$ cat src/hw/rtl/scta_pkg.sv
// package for the scancode to ascii decoder: command types, scancode codes, key tables
`default_nettype none

package scta_pkg;

  // operation carried from the front end to the ring back end
  typedef enum logic [1:0] {
    OP_NONE = 2'd0,
    OP_PUSH = 2'd1,
    OP_READ = 2'd2
  } op_t;

  typedef struct packed {
    op_t        op;
    logic [7:0] ch;
    logic       shift;
  } cmd_t;

  // request types
  localparam logic REQ_SCANCODE = 1'b0;
  localparam logic REQ_READ     = 1'b1;

  // modifier scancodes
  localparam logic [7:0] SC_LSHIFT_MAKE  = 8'h2A;
  localparam logic [7:0] SC_RSHIFT_MAKE  = 8'h36;
  localparam logic [7:0] SC_LSHIFT_BREAK = 8'hAA;
  localparam logic [7:0] SC_RSHIFT_BREAK = 8'hB6;
  localparam logic [7:0] SC_CAPS_MAKE    = 8'h3A;
  localparam int         BREAK_BIT       = 7;

  // key table size
  localparam int         MAP_LEN     = 59;
  localparam logic [7:0] MAP_LEN_B   = 8'(MAP_LEN);
  localparam int         MAP_IDX_W   = $clog2(MAP_LEN);

  // letter ranges and case offset
  localparam logic [7:0] LOWER_A    = 8'h61;
  localparam logic [7:0] LOWER_Z    = 8'h7A;
  localparam logic [7:0] UPPER_A    = 8'h41;
  localparam logic [7:0] UPPER_Z    = 8'h5A;
  localparam logic [7:0] CASE_DELTA = 8'd32;

  // us layout, no shift
  localparam logic [7:0] PLAIN_MAP [MAP_LEN] = '{
    8'h00, 8'h1B, 8'h31, 8'h32, 8'h33, 8'h34, 8'h35, 8'h36, 8'h37, 8'h38,
    8'h39, 8'h30, 8'h2D, 8'h3D, 8'h08, 8'h09, 8'h71, 8'h77, 8'h65, 8'h72,
    8'h74, 8'h79, 8'h75, 8'h69, 8'h6F, 8'h70, 8'h5B, 8'h5D, 8'h0A, 8'h00,
    8'h61, 8'h73, 8'h64, 8'h66, 8'h67, 8'h68, 8'h6A, 8'h6B, 8'h6C, 8'h3B,
    8'h27, 8'h60, 8'h00, 8'h5C, 8'h7A, 8'h78, 8'h63, 8'h76, 8'h62, 8'h6E,
    8'h6D, 8'h2C, 8'h2E, 8'h2F, 8'h00, 8'h2A, 8'h00, 8'h20, 8'h00
  };

  // us layout, shift held
  localparam logic [7:0] SHIFTED_MAP [MAP_LEN] = '{
    8'h00, 8'h1B, 8'h21, 8'h40, 8'h23, 8'h24, 8'h25, 8'h5E, 8'h26, 8'h2A,
    8'h28, 8'h29, 8'h5F, 8'h2B, 8'h08, 8'h09, 8'h51, 8'h57, 8'h45, 8'h52,
    8'h54, 8'h59, 8'h55, 8'h49, 8'h4F, 8'h50, 8'h7B, 8'h7D, 8'h0A, 8'h00,
    8'h41, 8'h53, 8'h44, 8'h46, 8'h47, 8'h48, 8'h4A, 8'h4B, 8'h4C, 8'h3A,
    8'h22, 8'h7E, 8'h00, 8'h7C, 8'h5A, 8'h58, 8'h43, 8'h56, 8'h42, 8'h4E,
    8'h4D, 8'h3C, 8'h3E, 8'h3F, 8'h00, 8'h2A, 8'h00, 8'h20, 8'h00
  };

  // table lookup with shift selection, then caps flips letter case only
  function automatic logic [7:0] decode_char(input logic [7:0] code, input logic shift,
                                             input logic caps);
    logic [7:0] ch;
    logic [MAP_IDX_W-1:0] idx;
    idx = code[MAP_IDX_W-1:0];
    if (code >= MAP_LEN_B) begin
      ch = 8'h00;
    end else if (shift) begin
      ch = SHIFTED_MAP[idx];
    end else begin
      ch = PLAIN_MAP[idx];
    end
    if (caps) begin
      if (ch >= LOWER_A && ch <= LOWER_Z) begin
        ch = ch - CASE_DELTA;
      end else if (ch >= UPPER_A && ch <= UPPER_Z) begin
        ch = ch + CASE_DELTA;
      end
    end
    return ch;
  endfunction

endpackage

`default_nettype wire

$ cat src/hw/rtl/scta_in_if.sv
// request channel: scancode or read request with valid/ready handshake
`default_nettype none

interface scta_in_if;
  logic       valid;
  logic       ready;
  logic       req_type;
  logic [7:0] scancode;

  modport source (output valid, output req_type, output scancode, input ready);
  modport sink   (input valid, input req_type, input scancode, output ready);
endinterface

`default_nettype wire

$ cat src/hw/rtl/scta_out_if.sv
// result channel: popped character and status flags with valid/ready handshake
`default_nettype none

interface scta_out_if;
  logic       valid;
  logic       ready;
  logic [7:0] char_out;
  logic       char_valid;
  logic       queue_nonempty;
  logic       shift_held;
  logic       dropped;

  modport source (output valid, output char_out, output char_valid, output queue_nonempty,
                  output shift_held, output dropped, input ready);
  modport sink   (input valid, input char_out, input char_valid, input queue_nonempty,
                  input shift_held, input dropped, output ready);
endinterface

`default_nettype wire

$ cat src/hw/rtl/scta_ram.sv
// generic single write port ram with registered read
`default_nettype none

module scta_ram #(
  parameter int WIDTH = 8,
  parameter int DEPTH = 64
) (
  input  wire logic                     clk,
  input  wire logic                     we,
  input  wire logic [$clog2(DEPTH)-1:0] waddr,
  input  wire logic [WIDTH-1:0]         wdata,
  input  wire logic                     re,
  input  wire logic [$clog2(DEPTH)-1:0] raddr,
  output logic      [WIDTH-1:0]         rdata
);

  logic [WIDTH-1:0] mem [DEPTH];

  always_ff @(posedge clk) begin
    if (we) begin
      mem[waddr] <= wdata;
    end
    if (re) begin
      rdata <= mem[raddr];
    end
  end

endmodule

`default_nettype wire

$ cat src/hw/rtl/scta_front.sv
// front end: tracks shift and caps, classifies each request into a ring command
`default_nettype none

module scta_front (
  input  wire logic          clk,
  input  wire logic          rst,
  scta_in_if.sink            in_ch,
  output scta_pkg::cmd_t     cmd,
  output logic               cmd_valid,
  input  wire logic          cmd_ready
);
  import scta_pkg::*;

  logic shift;
  logic shift_next;
  logic caps;
  logic caps_next;
  logic accept;
  logic [7:0] ch;

  assign in_ch.ready = cmd_ready;
  assign cmd_valid   = in_ch.valid;
  assign accept      = in_ch.valid & cmd_ready;

  // classify the request and work out modifier updates
  always_comb begin
    shift_next = shift;
    caps_next  = caps;
    ch         = decode_char(in_ch.scancode, shift, caps);
    cmd.op     = OP_NONE;
    cmd.ch     = ch;
    if (in_ch.req_type == REQ_READ) begin
      cmd.op = OP_READ;
    end else if (in_ch.scancode == SC_LSHIFT_MAKE || in_ch.scancode == SC_RSHIFT_MAKE) begin
      shift_next = 1'b1;
    end else if (in_ch.scancode == SC_LSHIFT_BREAK || in_ch.scancode == SC_RSHIFT_BREAK) begin
      shift_next = 1'b0;
    end else if (in_ch.scancode == SC_CAPS_MAKE) begin
      caps_next = ~caps;
    end else if (!in_ch.scancode[BREAK_BIT] && ch != 8'h00) begin
      cmd.op = OP_PUSH;
    end
    cmd.shift = shift_next;
  end

  // modifier state
  always_ff @(posedge clk) begin
    if (rst) begin
      shift <= 1'b0;
      caps  <= 1'b0;
    end else if (accept) begin
      shift <= shift_next;
      caps  <= caps_next;
    end
  end

endmodule

`default_nettype wire

$ cat src/hw/rtl/scta_cmd_fifo.sv
// two entry command queue between the front end and the ring back end
`default_nettype none

module scta_cmd_fifo (
  input  wire logic            clk,
  input  wire logic            rst,
  input  wire scta_pkg::cmd_t  push_cmd,
  input  wire logic            push_valid,
  output logic                 push_ready,
  output scta_pkg::cmd_t       pop_cmd,
  output logic                 pop_valid,
  input  wire logic            pop_ready
);
  import scta_pkg::*;

  cmd_t       slots [2];
  logic       wr_idx;
  logic       rd_idx;
  logic [1:0] count;
  logic       do_push;
  logic       do_pop;

  assign push_ready = (count != 2'd2);
  assign pop_valid  = (count != 2'd0);
  assign pop_cmd    = slots[rd_idx];
  assign do_push    = push_valid & push_ready;
  assign do_pop     = pop_valid & pop_ready;

  // storage
  always_ff @(posedge clk) begin
    if (do_push) begin
      slots[wr_idx] <= push_cmd;
    end
  end

  // pointers and occupancy
  always_ff @(posedge clk) begin
    if (rst) begin
      wr_idx <= 1'b0;
      rd_idx <= 1'b0;
      count  <= 2'd0;
    end else begin
      if (do_push) begin
        wr_idx <= ~wr_idx;
      end
      if (do_pop) begin
        rd_idx <= ~rd_idx;
      end
      count <= count + {1'b0, do_push} - {1'b0, do_pop};
    end
  end

endmodule

`default_nettype wire

$ cat src/hw/rtl/scta_back.sv
// back end: character ring pointers, ram access and the result register
`default_nettype none

module scta_back #(
  parameter int RING_DEPTH = 64
) (
  input  wire logic            clk,
  input  wire logic            rst,
  input  wire scta_pkg::cmd_t  cmd,
  input  wire logic            cmd_valid,
  output logic                 cmd_ready,
  scta_out_if.source           out_ch
);
  import scta_pkg::*;

  localparam int PTR_W = $clog2(RING_DEPTH);
  localparam logic [PTR_W-1:0] PTR_LAST = PTR_W'(RING_DEPTH - 1);

  logic [PTR_W-1:0] wr_ptr;
  logic [PTR_W-1:0] wr_ptr_next;
  logic [PTR_W-1:0] rd_ptr;
  logic [PTR_W-1:0] rd_ptr_next;
  logic [PTR_W-1:0] wr_inc;
  logic [PTR_W-1:0] rd_inc;
  logic             empty;
  logic             full;
  logic             fire;
  logic             do_pop;
  logic             do_push;
  logic             do_drop;
  logic [7:0]       rdata;

  // middle stage, waits on ram read data
  logic s1_valid;
  logic s1_pop;
  logic s1_nonempty;
  logic s1_shift;
  logic s1_dropped;
  logic s1_adv;
  logic s1_free;
  logic out_free;

  // output register
  logic       out_valid;
  logic [7:0] out_char;
  logic       out_char_valid;
  logic       out_nonempty;
  logic       out_shift;
  logic       out_dropped;

  // handshake flow through the two stages
  assign out_free  = ~out_valid | out_ch.ready;
  assign s1_adv    = s1_valid & out_free;
  assign s1_free   = ~s1_valid | s1_adv;
  assign cmd_ready = s1_free;
  assign fire      = cmd_valid & s1_free;

  // ring occupancy and pointer updates
  always_comb begin
    wr_inc      = (wr_ptr == PTR_LAST) ? '0 : wr_ptr + 1'b1;
    rd_inc      = (rd_ptr == PTR_LAST) ? '0 : rd_ptr + 1'b1;
    empty       = (wr_ptr == rd_ptr);
    full        = (wr_inc == rd_ptr);
    do_pop      = fire & (cmd.op == OP_READ) & ~empty;
    do_push     = fire & (cmd.op == OP_PUSH) & ~full;
    do_drop     = fire & (cmd.op == OP_PUSH) & full;
    wr_ptr_next = do_push ? wr_inc : wr_ptr;
    rd_ptr_next = do_pop ? rd_inc : rd_ptr;
  end

  always_ff @(posedge clk) begin
    if (rst) begin
      wr_ptr <= '0;
      rd_ptr <= '0;
    end else begin
      wr_ptr <= wr_ptr_next;
      rd_ptr <= rd_ptr_next;
    end
  end

  scta_ram #(
    .WIDTH (8),
    .DEPTH (RING_DEPTH)
  ) u_ring (
    .clk   (clk),
    .we    (do_push),
    .waddr (wr_ptr),
    .wdata (cmd.ch),
    .re    (do_pop),
    .raddr (rd_ptr),
    .rdata (rdata)
  );

  // middle stage
  always_ff @(posedge clk) begin
    if (rst) begin
      s1_valid <= 1'b0;
    end else if (s1_free) begin
      s1_valid <= fire;
    end
  end

  always_ff @(posedge clk) begin
    if (fire) begin
      s1_pop      <= do_pop;
      s1_nonempty <= (wr_ptr_next != rd_ptr_next);
      s1_shift    <= cmd.shift;
      s1_dropped  <= do_drop;
    end
  end

  // output register
  always_ff @(posedge clk) begin
    if (rst) begin
      out_valid <= 1'b0;
    end else if (out_free) begin
      out_valid <= s1_valid;
    end
  end

  always_ff @(posedge clk) begin
    if (s1_adv) begin
      out_char       <= s1_pop ? rdata : 8'h00;
      out_char_valid <= s1_pop;
      out_nonempty   <= s1_nonempty;
      out_shift      <= s1_shift;
      out_dropped    <= s1_dropped;
    end
  end

  assign out_ch.valid          = out_valid;
  assign out_ch.char_out       = out_char;
  assign out_ch.char_valid     = out_char_valid;
  assign out_ch.queue_nonempty = out_nonempty;
  assign out_ch.shift_held     = out_shift;
  assign out_ch.dropped        = out_dropped;

endmodule

`default_nettype wire

$ cat src/hw/rtl/scancode_to_ascii_fifo.sv
// path: an accepted request passes the command queue, the middle stage and the output register
// throughput: one transaction per cycle unless the result channel stalls, supported by the ring
// pointer update and the ram with separate write and read ports
// reset: synchronous, clears shift, caps, ring pointers and the command queue;
// the ring ram is not cleared, a pop only reads slots written earlier
`default_nettype none

module scancode_to_ascii_fifo #(
  parameter int RING_DEPTH = 64
) (
  input  wire logic clk,
  input  wire logic rst,
  scta_in_if.sink   in_ch,
  scta_out_if.source out_ch
);
  import scta_pkg::*;

  cmd_t front_cmd;
  logic front_valid;
  logic front_ready;
  cmd_t back_cmd;
  logic back_valid;
  logic back_ready;

  scta_front u_front (
    .clk       (clk),
    .rst       (rst),
    .in_ch     (in_ch),
    .cmd       (front_cmd),
    .cmd_valid (front_valid),
    .cmd_ready (front_ready)
  );

  scta_cmd_fifo u_cmd_fifo (
    .clk        (clk),
    .rst        (rst),
    .push_cmd   (front_cmd),
    .push_valid (front_valid),
    .push_ready (front_ready),
    .pop_cmd    (back_cmd),
    .pop_valid  (back_valid),
    .pop_ready  (back_ready)
  );

  scta_back #(
    .RING_DEPTH (RING_DEPTH)
  ) u_back (
    .clk       (clk),
    .rst       (rst),
    .cmd       (back_cmd),
    .cmd_valid (back_valid),
    .cmd_ready (back_ready),
    .out_ch    (out_ch)
  );

endmodule

`default_nettype wire
$ cat src/flat_wrapper.sv
// flat-port wrapper written by rule: the top's interface ports become plain ports
module scancode_to_ascii_fifo_flat import scta_pkg::*;
#(
  parameter int RING_DEPTH = 64
)
  (clk, rst, in_ch_valid, in_ch_req_type, in_ch_scancode, in_ch_ready, out_ch_valid, out_ch_char_out, out_ch_char_valid, out_ch_queue_nonempty, out_ch_shift_held, out_ch_dropped, out_ch_ready);
  scta_in_if in_ch_i ();
  scta_out_if out_ch_i ();
  input  wire logic clk;
  input  wire logic rst;
  input wire logic [$bits(in_ch_i.valid)-1:0] in_ch_valid;
  input wire logic [$bits(in_ch_i.req_type)-1:0] in_ch_req_type;
  input wire logic [$bits(in_ch_i.scancode)-1:0] in_ch_scancode;
  output wire logic [$bits(in_ch_i.ready)-1:0] in_ch_ready;
  output wire logic [$bits(out_ch_i.valid)-1:0] out_ch_valid;
  output wire logic [$bits(out_ch_i.char_out)-1:0] out_ch_char_out;
  output wire logic [$bits(out_ch_i.char_valid)-1:0] out_ch_char_valid;
  output wire logic [$bits(out_ch_i.queue_nonempty)-1:0] out_ch_queue_nonempty;
  output wire logic [$bits(out_ch_i.shift_held)-1:0] out_ch_shift_held;
  output wire logic [$bits(out_ch_i.dropped)-1:0] out_ch_dropped;
  input wire logic [$bits(out_ch_i.ready)-1:0] out_ch_ready;
  assign in_ch_i.valid = in_ch_valid;
  assign in_ch_i.req_type = in_ch_req_type;
  assign in_ch_i.scancode = in_ch_scancode;
  assign in_ch_ready = in_ch_i.ready;
  assign out_ch_valid = out_ch_i.valid;
  assign out_ch_char_out = out_ch_i.char_out;
  assign out_ch_char_valid = out_ch_i.char_valid;
  assign out_ch_queue_nonempty = out_ch_i.queue_nonempty;
  assign out_ch_shift_held = out_ch_i.shift_held;
  assign out_ch_dropped = out_ch_i.dropped;
  assign out_ch_i.ready = out_ch_ready;
  scancode_to_ascii_fifo #(.RING_DEPTH(RING_DEPTH)) u_core (.clk(clk), .rst(rst), .in_ch(in_ch_i), .out_ch(out_ch_i));
endmodule
$ cat config.mk
export PLATFORM = sky130hd
export DESIGN_NAME = scancode_to_ascii_fifo_flat
export DESIGN_NICKNAME = d
export VERILOG_FILES = /design/src/hw/rtl/scta_pkg.sv /design/src/hw/rtl/scta_in_if.sv /design/src/hw/rtl/scta_out_if.sv /design/src/hw/rtl/scta_ram.sv /design/src/hw/rtl/scta_front.sv /design/src/hw/rtl/scta_cmd_fifo.sv /design/src/hw/rtl/scta_back.sv /design/src/hw/rtl/scancode_to_ascii_fifo.sv /design/src/flat_wrapper.sv
export SDC_FILE = /design/constraint.sdc
export NUM_CORES = 1
export LEC_CHECK = 0
export ABC_CLOCK_PERIOD_IN_PS = 8700
export CAP_MARGIN = 20
export CORE_MARGIN = 2
export CORE_UTILIZATION = 65
export DETAILED_ROUTE_END_ITERATION = 7
export DONT_BUFFER_PORTS = 1
export PLACE_DENSITY = 0.81
export SYNTH_ARGS = -nofsm -noshare
export SYNTH_HDL_FRONTEND = slang
export SYNTH_HIERARCHICAL = 1
export SYNTH_SLANG_ARGS = --single-unit
$ cat constraint.sdc
create_clock -name clk -period 8.7 [get_ports clk]
set_input_delay 2.61 -clock clk [delete_from_list [all_inputs] [get_ports clk]]
set_output_delay 2.61 -clock clk [all_outputs]
set_load 0.005 [all_outputs]
# Word-level counts from Yosys, hierarchy flattened
# Memory sizes are Yosys's and may differ from the RTL's. A register that Yosys moved wholly into a read port is not among the register bits.
# Cells that the tools add are included.
[totals]
reg_bits = 36
ramBits = 534
mem_bits_ro = 1024
inputBits = 13
wordCells = 104
mem_count = 4
[classes]
n_addsub = 6
magnitude_cmp = 6
n_eq_ne = 13
n_mux = 27
bitwise = 21
reduce_logical = 9
[memory_table]
columns = ["memory", "words", "word_bits", "read_ports", "rd_clocked_by_memory_dff", "wr", "line_no", "source"]
rows = [
  ["(name not given)", 64, 8, 1, 0, 0, "scta_pkg.sv:74", "ch = PLAIN_MAP[idx];"],
  ["(name not given)", 64, 8, 1, 0, 0, "scta_pkg.sv:72", "ch = SHIFTED_MAP[idx];"],
  ["u_core.u_back.u_ring.mem", 64, 8, 1, 1, 1, "scta_ram.sv:17", "logic [WIDTH-1:0] mem [DEPTH];"],
  ["u_core.u_cmd_fifo.slots", 2, 11, 1, 1, 1, "scta_cmd_fifo.sv:16", "cmd_t slots [2];"],
]
[ops]
columns = ["op", "count"]
rows = [
  ["two-way mux 8 bit", 9],
  ["== test 8 x 6 -> 1 bit, second input constant", 3],
  ["two-way mux 6 bit", 4],
  ["== test 8 bit, second input constant", 2],
  ["greater-or-equal comparator 8 x 7 -> 1 bit, second input constant", 2],
  ["<= comparator 8 x 7 -> 1 bit, second input constant", 2],
  ["two-way mux 1 bit", 13],
  ["adder 6 x 1 -> 6 bit, second input constant", 2],
  ["== test 6 bit", 2],
  ["== test 6 bit, second input constant", 2],
  ["NOT 1 bit", 10],
  ["adder 8 x 6 -> 8 bit, second input constant", 1],
  ["bitwise AND 1 bit", 8],
  ["greater-or-equal comparator 8 x 6 -> 1 bit, second input constant", 1],
  ["nonzero test 8 bit", 1],
  ["subtractor 8 x 6 -> 8 bit, second input constant", 1],
  ["greater-or-equal comparator 7 bit, second input constant", 1],
  ["NOT 6 -> 7 bit", 1],
  ["!= test 6 bit", 1],
  ["AND reduction 5 bit", 1],
  ["logical AND 1 bit", 3],
  ["adder 2 x 1 -> 2 bit", 1],
  ["== test 2 x 1 -> 1 bit, second input constant", 1],
  ["== test 2 bit, second input constant", 1],
  ["7 further kinds", 9],
]

# Logic depth before layout (Yosys ltp)
[logic_depth]
depth_word = 18
depth_mapped = 14
mapped_depth_nobuf = 13

# Modules after synthesis
# The synthesis kept the hierarchy.
[by_module_without_submodules]
columns = ["mod", "instances", "cells_per_inst", "area_each_um2", "seq_area_each_um2"]
rows = [
  ["scta_ram", 1, 940, 20246.9, 15615.0],
  ["scta_back", 1, 167, 1689.1, 760.7],
  ["scta_front", 1, 237, 1644.1, 40.0],
  ["scta_cmd_fifo", 1, 58, 1027.2, 760.7],
]

# Least setup slack after synthesis
# Ideal clock, no wire load.
[synth_timing]
path_type = "input to register"
startpoint = "input in_ch_scancode[1]"
endpoint = "memory u_core/u_cmd_fifo/slots[0][9] in the netlist's numbering (data pin)"
setup_ns = 0.273
t_arrival_ns = 5.194
required_time_ns = 8.427
slack_ns = 3.233
cell_stages = 14
n_path_buf = 1
cell_sequence = "clkbuf_1 > inv_1 > ha_1 > mux2_2 > a221oi_1 > a21oi_1 > o32a_1 > nand2b_1 > inv_1 > ha_1 > a41oi_2 > o2111a_2 > o211ai_1 > a31oi_1"
[synth_rtl]
columns = ["element", "line_no", "source"]
rows = [
  ["start: declaration", "flat_wrapper.sv:13", "input wire logic [$bits(in_ch_i.scancode)-1:0] in_ch_scancode;"],
  ["end: declaration", "scta_cmd_fifo.sv:16", ""],
]

# Final worst setup path
[layout_timing]
startpoint = "input out_ch_ready"
endpoint = "memory u_core.u_back.u_ring.mem[46][6] (enable)"
[layout_via]
elab_chain_len = 8
[layout_rtl]
columns = ["element", "line_no", "source"]
rows = [
  ["start: declaration", "flat_wrapper.sv:21", "input wire logic [$bits(out_ch_i.ready)-1:0] out_ch_ready;"],
  ["OR 1 bit", "scta_back.sv:52", "assign out_free = ~out_valid | out_ch.ready;"],
  ["bitwise AND 1 bit", "scta_back.sv:53", "assign s1_adv = s1_valid & out_free;"],
  ["OR 1 bit", "scta_back.sv:54", "assign s1_free = ~s1_valid | s1_adv;"],
  ["bitwise AND 1 bit", "scta_back.sv:56", "assign fire = cmd_valid & s1_free;"],
  ["net u_core.u_back.fire", "scta_back.sv:27", "logic fire;"],
  ["bitwise AND 1 bit (2 in a row)", "scta_back.sv:65", "do_push = fire & (cmd.op == OP_PUSH) & ~full;"],
  ["net u_core.u_back.do_push", "scta_back.sv:29", "logic do_push;"],
  ["two-way mux 1 bit", "scta_ram.sv:20", "if (we) begin"],
  ["two-way mux 1 bit (not written as such)", "scta_ram.sv:21", "mem[waddr] <= wdata;"],
  ["end: declaration", "scta_ram.sv:17", ""],
]
# The timed path passes the listed nets, and every way through them passes these cells.

==> impl_metrics.yaml <==
die:
  io-pin-count: 27
  die_h_um: 199
  rows: 71
  initial_utilization: 0.656
  dieWidth_um: 199
  core_area_um2: 37500
  die_area_um2: 39400
clocking:
  cts_resized: 0
  numCtsBuffers: 54
  cts_sinks: 579
  cts_max_path_buffers: 3
  post-cts-setup-buffers: 0
  path_clk_slew_ns: 0.06
  ctsHtreeMaxLevel: 2
  clockRootBuffer: "clkbuf_16"
  cts_tree: "yes"
  clk_latency_ns: 0.58
  postCtsHoldBufs: 0
synthesis:
  synth_top_cell_area_share: 0.681
  async_flop_share: 0
  ys.flop_type: "edfxtp_1"
  synthesis.nets: 1434
  synth_cells: 1402
  synth_seq_cells: 579
  netlist.top_cell.by_area: "edfxtp_1"
  synthTopCellsByArea: "edfxtp_1, mux4_2, nor2_1, dfxtp_1, mux2i_1"
  syn_area_um2: 24600
  yosys_warnings: 6
  synth_edf_count: 558
  avgSynthCellArea_um2: 17.6
  synth_cell_types: 91
  yosysSeqAreaShare: 0.698
status:
  status: "finished clean"
setup_path:
  worst-r2r-setup-slack_ns: 4.35
  critPathSlowestCell: "nor2_1"
  cp_max_fo: 15
  worstSetupPathType: "input port to flip-flop"
  cp-end-kind: "flip-flop"
  slowest_delay_ns: 0.79
  crit_top_cell: "nand3b_1"
  r2r_cells: 8
  crit_chain: "nand3b_1 > and2_1 > nand3b_1 > a41oi_4 > nor2b_1 > nand3_1 > nor2_1"
  cp-start-kind: "input port"
  cp_num_buf_inv: 0
  critical_path.top_delay_family: "simple AND/OR/NAND/NOR gates"
  cp_data_required_time_ns: 8.91
  worst-path-stages: 7
  cp.arrival_ns: 5.37
timing:
  fin_crit_ns: 5.16
  max_slew_margin: 0.233
  finalSetupViolCount: 0
  maxClockFrequency_mhz: 194
  finClkSkew_ns: 0.0249
  worstMarginPinSlew_ns: 1.12
  rsz0062_at_grt: "no"
  finalHoldViolations: 0
  tns_ns: 0
  layout_setup_ws_ns: 3.54
  fin_crit_sh: 0.594
  slew_violations: 0
routing:
  via_per_inst: 6.98
  wire_per_inst_um: 29.3
  remaining_drc_errors: 0
  wl_um: 57000
  drtAntennaViolNets: 0
  drt_iter0_markers: 1808
  dr.pass1.iters: 8
  vias: 13600
pwr:
  leakagePower_nw: 8.08
  cellPowerDensity_nw_per_um2: 239
  max-vdd-ir-drop_mv: 0.160
finish:
  drive_gt1_frac: 0.187
  nets: 1424
  antenna-diode-count: 0
  post-route-util: 0.709
  area_growth_pct: 7.95
flow_run:
  drv_cap: 0
placement:
  port-buffer-count: 0
  place_congestion: 0.868
  dp_hpwl_um: 32800
  place_ws_ns: 3.04
global_routing:
  grt_pass1_wl_um: 85800
  gr-total-overflow: 0
  grt_max_degree: 99
  grt_pass1_vias: 13400
  grtUsageTotal: 0.299
  antenna_found_initial: 0
min_path:
  hp-class: "flip-flop to flip-flop"
  min_path_cells: 0
where the power goes:
part,internal (mW),switching (mW),total [mW]
clock,1.29,0.961,2.25
sequential,3.39,0.0489,3.44
combinational,0.160,0.503,0.663
total,4.85,1.51,6.36
final cells by class:
cell class,instances,area [um2]
flip-flops and latches,579,17200
fillers,2198,10900
multi-input cells,720,6830
clock buffers,73,1460
well taps,511,639
clock inverters,26,219
repair buffers,18,148
inverters,19,71.3
sequential cells by signal, summed over array words and instances, names as in the netlist, 2 cells and up, named ones only:
register and flops:
u_core/u_back/u_ring/mem 512, u_core/u_cmd_fifo/slots 22, u_core/u_back/out_ch.char_out 8, u_core/u_back/u_ring/rdata 8, u_core/u_back/rd_ptr 6, u_core/u_back/wr_ptr 6
u_core/u_cmd_fifo/count 2
logic make-up (layout without fill, tap and decap cells):
logic type | Yosys count | after routing | share of synthesized area
AO/OA/AOI/OAI | 166 | 166 | 0.0512
XOR/XNOR | 25 | 25 | 0.00890
adder cells (fa/ha/maj) | 19 | 19 | 0.00966
buffers and inverters | 103 | 136 | 0.0243
flip-flops | 579 | 579 | 0.698
multiplexers | 189 | 189 | 0.143
AND/OR/NAND/NOR | 321 | 321 | 0.0650
cell usage after synthesis (6+ instances only):
library cell    n
edfxtp_1      558
mux4_2        127
nor2_1        120
nand2_1        51
mux2i_1        34
nand3_1        29
nor2b_1        28
clkbuf_1       25
buf_2          24
a21oi_1        22
dfxtp_1        21
buf_4          20
o21ai_0        20
ha_1           19
inv_1          17
mux2_2         17
nor3_1         17
nand2b_1       16
xnor2_1        13
and2_1         12
o22ai_1        12
xor2_1         12
a211oi_1       10
a221oi_1       10
mux2_1         10
o221ai_1        9
o2111ai_1       8
a31oi_1         7
and3_1          7
buf_6           7
a2111oi_0       6
nand4_1         6
routing by layer:
| metal | track usage | wire length (um) | vias up |
|---|---|---|---|
| met4 | 0.121 | 2480 | 0 |
| met3 | 0.0514 | 5500 | 156 |
| li1 | - | - | 5629 |
| met2 | 0.479 | 27400 | 995 |
| met1 | 0.416 | 21500 | 6811 |
| met5 | 0 | 0 | - |
cell usage in the layout (no fill, tap or decap), drive strengths merged, types with 12 or more instances in the layout:
master,n
nand2,52
inv,19
buf,18
clkinv,21
dfxtp,21
nand3,29
mux2i,34
o22ai,12
nor2b,28
ha,19
edfxtp,558
xnor2,13
xor2,12
mux4,127
o21ai,22
nor2,121
nand2b,17
mux2,28
a21oi,22
nor3,18
and2,13
clkbuf,73
worst paths after layout:
path	startpoint	to
worst min register to register	u_core/u_back/s1_shift	u_core/u_back/out_ch.shift_held
worst max-delay path	out_ch_ready	u_core/u_back/u_ring/mem[46][6]
worst min-delay path	u_core/u_back/s1_shift	u_core/u_back/out_ch.shift_held
worst max register to register	u_core/u_back/wr_ptr[1]	u_core/u_back/u_ring/mem[46][6]
per-stage QoR:
| stage | hold WS [ns] | area, um2 | total power [mW] | cells |
|---|---|---|---|---|
| 2_1_floorplan | 0.400 | 24600 | 3.87 | 1402 |
| 3_3_place_gp | 0.405 | 24900 | 4.13 | 1844 |
| 3_5_place_dp | 0.417 | 24900 | 4.15 | 1846 |
| 4_1_cts | 0.412 | 26600 | 6.38 | 1945 |
| 5_1_grt | 0.429 | 26600 | 6.53 | 1946 |
| 6_report | 0.407 | 26600 | 6.36 | 1946 |
Power figures use the tool's default switching activity.
